--- src/sv/pmrs_ram.sv ---
`default_nettype none
module pmrs_ram #(
  parameter int WIDTH = 8,
  parameter int DEPTH = 16
) (
  input  wire logic                     clk,
  input  wire logic                     we,
  input  wire logic [$clog2(DEPTH)-1:0] waddr,
  input  wire logic [WIDTH-1:0]         wdata,
  input  wire logic                     re,
  input  wire logic [$clog2(DEPTH)-1:0] raddr,
  output logic      [WIDTH-1:0]         rdata
);

  logic [WIDTH-1:0] mem [DEPTH];

  // one write port, one registered read port
  always_ff @(posedge clk) begin
    if (we) begin
      mem[waddr] <= wdata;
    end
    if (re) begin
      rdata <= mem[raddr];
    end
  end

endmodule
`default_nettype wire
--- config.mk ---
export PLATFORM = sky130hd
export DESIGN_NAME = pmrs_ram
export DESIGN_NICKNAME = d
export VERILOG_FILES = /design/src/sv/pmrs_ram.sv
export SDC_FILE = /design/constraint.sdc
export NUM_CORES = 1
export LEC_CHECK = 0
export CORE_AREA = 3 3 130 132
export CTS_CLUSTER_DIAMETER = 40
export DETAILED_ROUTE_END_ITERATION = 10
export DIE_AREA = 0 0 133 135
export DONT_BUFFER_PORTS = 1
export GPL_ROUTABILITY_DRIVEN = 0
export PLACE_DENSITY = 0.46
export SLEW_MARGIN = 20
export SYNTH_ARGS = -nofsm -noshare
export SYNTH_HDL_FRONTEND = slang
export SYNTH_SLANG_ARGS = --single-unit
--- constraint.sdc ---
create_clock -name clk -period 2.1 [get_ports clk]
set_input_delay 0.21 -clock clk [delete_from_list [all_inputs] [get_ports clk]]
set_output_delay 0.21 -clock clk [all_outputs]
set_load 0.01 [all_outputs]
==> results by group, run 1 <==
Floorplan
  – Chip height: 135 um
  – Die area: 0.0180 mm2
  – Core area: 0.0158 mm2
  – # IOs: 27
  – Die W: 133 um
  – Starting Density: 33.0%
  – FP Rows: 46

Worst setup path
  – CP Launch Type: flip-flop
  – Critical path class: flip-flop to flip-flop
  – Setup crit end kind: flip-flop
  – CP Max Fanout: 1
  – CP arrival: 1.71 ns
  – WP data required: 2.24 ns

Synth
  – Synthesized area per cell: 22.8 um2
  – Post-synthesis xor/xnor area fraction: 0%
  – Cell variety after synth: 18
  – Synth area leaders: edfxtp_1 (78%), mux4_2 (7.8%), mux4_1 (7.0%)
  – Adder-Cell Fraction of Synth Area: 0%
  – Synth Register Bits: 136
  – Synthesized Nets: 248
  – Mux share of post-synthesis cell area: 14.8%
  – Largest family of logic cells by synthesized area: multiplexers
  – Sequential-to-total area share from yosys stat: 78.1%
  – Post-Synth Simple-Gate Area: 3.14%
  – Cell count after synthesis: 229
  – Most used DFF post-synth: edfxtp_1
  – Compound-cell area share of the yosys netlist: 2.30%
  – Warning count from the yosys run: 0
  – Count leader, synth: edfxtp_1
  – Synth top area share: 78.1%
  – Post-synthesis cell area: 0.00523 mm2
  – Commonest cells post-synth: edfxtp_1 (136), mux4_2 (18), a22oi_1 (16)
  – Leading area contributor after synthesis: edfxtp_1
  – EDFF count, synth: 136
  – Async SR Flop Fraction: 0%

Route
  – # DRC: 0
  – ANT nets after route: 0
  – Via count: 2370
  – Iter 0 DRT Violations: 232
  – Drt wl/cell: 21.8 um
  – Pre-antenna DRT Iters: 4
  – Final wirelength: 10800 um
  – Vias per cell: 4.81

Timing
  – Max-slew headroom at the worst pin: 49.3%
  – Setup tns final: 0 ns
  – RSZ-0062 raised after global routing: false
  – Worst clock skew: 0.00660 ns
  – Max Transition Viols Final: 0
  – Final Hold Violating Endpoints: 0
  – Final worst path period share: 74.6%
  – Final setup fails: 0
  – Tmin final: 1.57 ns
  – Worst setup margin: 0.534 ns
  – Worst Tran Pin Value: 0.758 ns
  – Max Clk Rate: 0.638 GHz

Global route
  – GRT Resource Usage Total: 12.7%
  – Vias in the first global route: 2490
  – First-pass GRT wire length: 16100 um
  – Global route total overflow: 0
  – Initial antenna violation count: 0
  – Largest net degree at the start of global routing: 33

Cells and area
  – Layout cells sized above 1: 22.0%
  – Diodes inserted: 0
  – Layout Nets: 283
  – Multi-input logic area: 0.00106 mm2
  – FF/Latch Area: 0.00408 mm2
  – Area added between synthesis and finish: 18.1%
  – Filler instances: 1433

Power
  – Internal power: 4.88 mW
  – Power Density: 979 mW/mm2
  – Clock Power Share: 45.3%
  – Peak VDD IR: 0.000636 V
  – Psw: 1.17 mW
  – Switching share of power: 19.3%
  – Reg power frac: 51.0%
  – Comb power frac: 3.7%
  – Leakage: 2.00 nW

Placement
  – Port bufs: 0
  – Hpwl dp: 6610 um
  – Pre-CTS setup slack: 0.522 ns

Clock tree
  – CTS Sinks: 136
  – Cts hold-fix bufs: 9
  – Clock Tree Buf Depth: 2
  – CTS Buf Count: 17
  – Skew-Pair Late Insertion Delay: 0.41 ns
  – Post-CTS Setup Repair Bufs: 0
  – H-tree levels: 4
  – Clock-pin slew on the worst setup and hold paths: 0.06 ns
  – Root Driver: clkbuf_16
  – PostCTS Resize Cnt: 0
  – TritonCTS clock tree: yes

Status
  – Status: finished, final reports clean

Flow run
  – Max-cap viol count: 0

Worst hold path
  – Min-Delay Path Class: input pin to flip-flop
-- critical path: stages, from the launching register on --
cell	delay (ns)
edfxtp_1	0.34
mux4_1	0.52
a22oi_1	0.31
nand2_1	0.13
-- per-stage QoR --
step                      utilization [%]  cell area (um2)  power [mW]  std cells  hold WS, ns
after floorplan                         -             5230        3.29        229        0.309
after global placement               35.0             5540        3.31        452        0.310
after detailed placement             35.0             5540        3.32        452        0.310
after CTS                            39.0             6170        6.11        493        0.155
after global routing                 39.0             6170        6.26        493        0.168
final                                39.0             6170        6.04        493        0.177
-- worst paths after layout --
kind	start	endpoint	slack [ns]	cells past startpoint
setup / recovery	mem[1][1]$_DFFE_PP_	rdata[1]$_DFFE_PP_	0.53	3
hold reg to reg	mem[13][6]$_DFFE_PP_	rdata[6]$_DFFE_PP_	0.75	3
setup reg to reg	mem[1][1]$_DFFE_PP_	rdata[1]$_DFFE_PP_	0.53	3
hold / removal	waddr[0]	mem[4][5]$_DFFE_PP_	0.18	2
-- cell type report --
cell class,instances,share of cell area [%]
Sequential cell,136,66.2
Multi-Input combinational cell,83,17.1
Clock inverter,13,1.80
Tap cell,216,4.38
Clock buffer,19,7.01
Timing Repair Buffer,26,3.53
-- power groups by stage --
stage | Combinational, mW | Sequential, mW | Clock [mW]
5_1_grt | 0.242 | 3.09 | 2.93
3_3_place_gp | 0.175 | 3.14 | 0
6_report | 0.223 | 3.08 | 2.74
4_1_cts | 0.226 | 3.08 | 2.80
3_5_place_dp | 0.175 | 3.14 | 0
2_1_floorplan | 0.154 | 3.13 | 0
-- metal layers --
metal	part of all wire, %	up-vias	track usage, %
met5	0	-	0
met1	50	1238	18.6
met3	4.3	16	3.76
li1	-	1049	-
met4	1.7	0	5.48
met2	44	67	17.7
-- logic make-up after synthesis --
logic type | count (synthesis)
AOI/OAI and AO/OA | 16
buffers and inverters | 10
DFF | 136
muxes | 32
and+or+nand+nor | 35
-- flip-flops by register name (all words and copies together), names as in the netlist --
| register | flops |
|---|---|
| rdata | 8 |
| mem | 128 |
-- cell usage in the layout (no fill, tap or decap), types with 2 or more instances in the layout --
cell	n
clkinv_2	5
buf_4	17
clkinv_1	5
nand2_1	9
nand3b_1	2
nand2b_1	2
mux4_1	14
nor3_1	4
nor2_1	13
edfxtp_1	136
dlygate4sd3_1	9
clkbuf_16	17
mux4_2	18
clkbuf_1	2
a22oi_1	16
bufinv_16	2
Note: power is estimated with default switching activity, not from simulation.
==> run 2, diff against run 1 <==
==> constraint.sdc (replaced) <==
create_clock -name clk -period 1.6 [get_ports clk]
set_input_delay 0.16 -clock clk [delete_from_list [all_inputs] [get_ports clk]]
set_output_delay 0.16 -clock clk [all_outputs]
set_load 0.01 [all_outputs]
==> run 2 against run 1 <==
  * Sequential share of layout area is 1.7 points lower
  * Combinational power grew 26%
  * Via count about the same
  * Global-route usage is 0.10 points higher
  * Utilization grew 1.0 points
  * Critical path depth unchanged
  * Clock skew about the same
  * Power increased by 48%
==> results by group, run 2 (synthesized netlist as in run 1, its figures left out) <==
Status
  – Status: finished, final reports clean

Worst setup path
  – Critical path class: flip-flop to flip-flop
  – RR Startpoint: mem[1][2]$_DFFE_PP_
  – WP data required: 1.76 ns
  – Setup slack, reg-to-reg: 0.1 ns
  – CP max stage cell: mux4_1
  – Max stage delay on crit path: 0.50 ns
  – Worst path cell trace: mux4_1 > a22oi_1 > nand2_1
  – CP bufs+invs: 0
  – Crit-path leading delay family: multiplexers
  – CP arrival: 1.66 ns
  – FF-to-FF path depth: 3
  – CP Launch Type: flip-flop
  – FF-to-FF End: rdata[2]$_DFFE_PP_
  – CP Max Fanout: 1
  – Setup crit end kind: flip-flop

Clock tree
  – Root Driver: clkbuf_16
  – Clock Tree Buf Depth: 2
  – Clock-pin slew on the worst setup and hold paths: 0.06 ns
  – Post-CTS Setup Repair Bufs: 0
  – CTS Buf Count: 17
  – CTS Sinks: 136
  – H-tree levels: 4
  – PostCTS Resize Cnt: 0
  – TritonCTS clock tree: yes
  – Cts hold-fix bufs: 9
  – Skew-Pair Late Insertion Delay: 0.41 ns

Route
  – ANT nets after route: 0
  – Final wirelength: 10600 um
  – Pre-antenna DRT Iters: 5
  – Iter 0 DRT Violations: 240
  – Via count: 2371
  – Drt wl/cell: 21.5 um
  – Vias per cell: 4.82
  – # DRC: 0

Floorplan
  – Core area: 0.0158 mm2
  – Chip height: 135 um
  – FP Rows: 46
  – Starting Density: 33.0%
  – # IOs: 27
  – Die area: 0.0180 mm2
  – Die W: 133 um

Timing
  – Tmin final: 1.50 ns
  – Worst clock skew: 0.00661 ns
  – Max Clk Rate: 0.667 GHz
  – Final worst path period share: 93.8%
  – Setup tns final: 0 ns
  – Worst Tran Pin Value: 0.854 ns
  – RSZ-0062 raised after global routing: false
  – Final setup fails: 0
  – Final Hold Violating Endpoints: 0
  – Max Transition Viols Final: 0
  – Max-slew headroom at the worst pin: 42.9%

Global route
  – Vias in the first global route: 2569
  – Global route total overflow: 0
  – First-pass GRT wire length: 16200 um
  – Initial antenna violation count: 0
  – GRT Resource Usage Total: 12.8%
  – Largest net degree at the start of global routing: 33

Cells and area
  – Filler instances: 1417
  – Max reg flops: 128
  – Layout Utilization: 40.0%
  – Area added between synthesis and finish: 21.1%
  – FF/Latch Area: 0.00408 mm2
  – Commonest non-fill, non-tap cell in the layout: edfxtp_1
  – Layout Nets: 282
  – Top flop regs: mem x128, rdata x8
  – Layout cells sized above 1: 23.9%
  – Largest register by flop count: mem
  – Multi-input logic area: 0.00106 mm2
  – Diodes inserted: 0
  – Most frequent cells in the layout: edfxtp_1 (136), mux4_2 (18), clkbuf_16 (17)

Worst hold path
  – Hold Path Cell Cnt: 2
  – Worst Hold Path EP: mem[0][3]$_DFFE_PP_
  – Worst hold path startpoint: waddr[1]
  – Min-Delay Path Class: input pin to flip-flop

Power
  – Power Density: 1410 mW/mm2
  – Leakage: 2.06 nW
  – Peak VDD IR: 0.000793 V

Flow run
  – Max-cap viol count: 0

Placement
  – Port bufs: 0
[run 2: changes by cell type in the layout (fill, tap and decap cells not counted), sizes merged]
cell | before | now
clkinv | 10 | 3
bufinv | 2 | 8
clkinvlp | 1 | 3
buf | 17 | 16
clkbuf | 19 | 18
[run 2: final cells by class]
cell class                 instances  share of cell area, %
multi-input combinational         83                   16.8
clock buffer                      18                   6.78
clock inverter                    14                   4.37
tap                              216                   4.27
timing repair buffer              25                   3.32
sequential                       136                   64.5
[run 2: stage by stage]
stage | cells | setup slack, ns | area (um2) | hold slack [ns] | power, mW
global placement | 451 | 0.0894 | 5540 | 0.260 | 4.35
finish | 492 | 0.0998 | 6330 | 0.128 | 8.95
detailed placement | 451 | 0.0551 | 5540 | 0.260 | 4.35
CTS | 492 | 0.0539 | 6330 | 0.102 | 9.05
floorplan | 229 | 0.158 | 5230 | 0.259 | 4.32
global route | 492 | 0.0173 | 6330 | 0.120 | 9.26
[run 2: worst max-delay path by stage]
| stage | startpoint | to | slack, ns | cells after the start |
|---|---|---|---|---|
| 6_report | mem[1][2]$_DFFE_PP_ | rdata[2]$_DFFE_PP_ | 0.1 | 3 |
| 5_1_grt | mem[1][2]$_DFFE_PP_ | rdata[2]$_DFFE_PP_ | 0.02 | 3 |
| 4_1_cts | mem[1][2]$_DFFE_PP_ | rdata[2]$_DFFE_PP_ | 0.05 | 3 |
| 3_5_place_dp | mem[1][2]$_DFFE_PP_ | rdata[2]$_DFFE_PP_ | 0.06 | 3 |
| 3_3_place_gp | mem[9][5]$_DFFE_PP_ | rdata[5]$_DFFE_PP_ | 0.09 | 3 |
| 2_1_floorplan | raddr[0] | rdata[1]$_DFFE_PP_ | 0.16 | 5 |
[run 2: where the power goes]
part | leakage (nW) | internal (mW) | switching [mW]
registers | 1.24 | 4.02 | 0.0325
clock network | 0.334 | 3.22 | 1.40
logic | 0.495 | 0.135 | 0.145
[run 2: routing by layer]
layer	wire length (um)	share of wire [%]	vias up	GRT usage [%]
met2	5070	48	56	19.4
met4	255	2.4	0	6.64
met5	0	0	-	0
met1	4790	45	1248	17.1
li1	-	-	1049	-
met3	478	4.5	18	3.39
==> run 3, diff against run 2 <==
--- a/config.mk
+++ b/config.mk
@@ -11,7 +11,7 @@
 export DIE_AREA = 0 0 133 135
 export DONT_BUFFER_PORTS = 1
 export GPL_ROUTABILITY_DRIVEN = 0
-export PLACE_DENSITY = 0.46
+export PLACE_DENSITY = 0.47
 export SLEW_MARGIN = 20
 export SYNTH_ARGS = -nofsm -noshare
 export SYNTH_HDL_FRONTEND = slang
==> run 3 against run 2 <==
  * Setup slack improved by 0.020 ns
  * Power shrank 9.9%
  * Maximum frequency up 1.4%
  * Critical path type unchanged
==> results by group, run 3 (synthesized netlist as in run 1, its figures left out) <==
Worst setup path
  – WP data required: 1.76 ns
  – Setup slack, reg-to-reg: 0.12 ns
  – FF-to-FF path depth: 3
  – CP startpoint: mem[5][2]$_DFFE_PP_
  – Critical path class: flip-flop to flip-flop
  – CP max stage cell: mux4_1
  – CP Max Fanout: 1
  – FF-to-FF End: rdata[2]$_DFFE_PP_
  – Worst path cell trace: mux4_1 > a22oi_1 > nand2_1
  – RR Startpoint: mem[5][2]$_DFFE_PP_
  – CP Launch Type: flip-flop
  – CP arrival: 1.64 ns
  – Setup crit end kind: flip-flop
  – Max stage delay on crit path: 0.57 ns
  – Setup crit end: rdata[2]$_DFFE_PP_

Cells and area
  – Top flop regs: mem x128, rdata x8
  – Layout Nets: 283
  – Max reg flops: 128
  – Commonest non-fill, non-tap cell in the layout: edfxtp_1
  – Layout cells sized above 1: 21.7%
  – Largest register by flop count: mem
  – Diodes inserted: 0
  – Area added between synthesis and finish: 18.7%
  – Most frequent cells in the layout: edfxtp_1 (136), mux4_2 (18), clkbuf_16 (17), buf_4 (17), a22oi_1 (16)

Global route
  – Vias in the first global route: 2514
  – GRT Resource Usage Total: 12.6%
  – First-pass GRT wire length: 15800 um
  – Initial antenna violation count: 1
  – Global route total overflow: 0
  – Largest net degree at the start of global routing: 33

Timing
  – RSZ-0062 raised after global routing: false
  – Worst setup margin: 0.120 ns
  – Max Transition Viols Final: 0
  – Tmin final: 1.48 ns
  – Final worst path period share: 92.5%
  – Final Hold Violating Endpoints: 0
  – Worst clock skew: 0.00288 ns
  – Max-slew headroom at the worst pin: 50.2%
  – Setup tns final: 0 ns
  – Worst Tran Pin Value: 0.744 ns
  – Max Clk Rate: 0.676 GHz
  – Final setup fails: 0

Floorplan
  – # IOs: 27
  – FP Rows: 46
  – Starting Density: 33.0%
  – Die area: 0.0180 mm2
  – Chip height: 135 um
  – Die W: 133 um
  – Core area: 0.0158 mm2

Power
  – Leakage: 2.01 nW
  – Power Density: 1300 mW/mm2
  – Peak VDD IR: 0.000789 V
  – Overall Power: 8.07 mW

Flow run
  – Max-cap viol count: 0

Route
  – Drt wl/cell: 21.3 um
  – ANT nets after route: 0
  – Via count: 2334
  – Vias per cell: 4.73
  – Final wirelength: 10500 um
  – Pre-antenna DRT Iters: 5
  – Iter 0 DRT Violations: 214
  – # DRC: 0

Clock tree
  – PostCTS Resize Cnt: 0
  – Root Driver: clkbuf_16
  – Clock-pin slew on the worst setup and hold paths: 0.05 ns
  – Cts hold-fix bufs: 9
  – Post-CTS Setup Repair Bufs: 0
  – TritonCTS clock tree: yes
  – Skew-Pair Late Insertion Delay: 0.41 ns
  – Clock Tree Buf Depth: 2
  – H-tree levels: 4
  – CTS Buf Count: 17
  – CTS Sinks: 136

Placement
  – Port bufs: 0
  – Hpwl dp: 6570 um
  – Pre-CTS setup slack: 0.0943 ns

Worst hold path
  – Min-Delay Path Class: input pin to flip-flop
  – Hold Path Cell Cnt: 2

Status
  – Status: finished, final reports clean
-- run 3: final cells by class --
cell class / instances / area, um2
Clock buffer: 20 / 437
Timing Repair Buffer: 26 / 218
Sequential cell: 136 / 4080
Fill cell: 1411 / 9620
Tap cell: 216 / 270
Clock inverter: 12 / 133
Multi-Input combinational cell: 83 / 1060
-- run 3: how the worst min path moves through the flow --
stage,from,endpoint,slack (ns)
2_1_floorplan,wdata[0],mem[0][0]$_DFFE_PP_,0.26
5_1_grt,raddr[1],rdata[4]$_DFFE_PP_,0.11
4_1_cts,raddr[1],rdata[4]$_DFFE_PP_,0.10
3_5_place_dp,wdata[7],mem[14][7]$_DFFE_PP_,0.26
6_report,waddr[1],mem[0][0]$_DFFE_PP_,0.12
3_3_place_gp,wdata[7],mem[14][7]$_DFFE_PP_,0.26
-- run 3: per-stage QoR --
step | util, % | hold slack, ns | instance area, um2 | instances
2_1_floorplan | - | 0.259 | 5230 | 229
3_3_place_gp | 35.0 | 0.260 | 5540 | 452
3_5_place_dp | 35.0 | 0.260 | 5540 | 452
4_1_cts | 39.2 | 0.101 | 6200 | 493
5_1_grt | 39.2 | 0.114 | 6200 | 493
6_report | 39.2 | 0.122 | 6200 | 493
-- run 3: per-layer routing --
| metal | track usage [%] | up-vias | wire (um) | share of wire (%) |
|---|---|---|---|---|
| met2 | 18.8 | 56 | 4840 | 46 |
| met3 | 3.91 | 19 | 468 | 4.5 |
| met4 | 5.89 | 2 | 245 | 2.3 |
| met1 | 17.0 | 1203 | 4940 | 47 |
| li1 | - | 1054 | - | - |
| met5 | 0 | - | 7 | 0.067 |
-- run 3: power by group --
group          total (mW)  internal (mW)  switching (mW)
Sequential           4.05           4.02          0.0323
Combinational       0.283          0.136           0.147
Clock                3.73           2.41            1.32
-- run 3: worst max-delay path: cells and delay by family (launching register included) --
kind	cells	cell delay [ns]
compound gates	1	0.22
flops	1	0.35
simple gates	1	0.08
mux	1	0.57
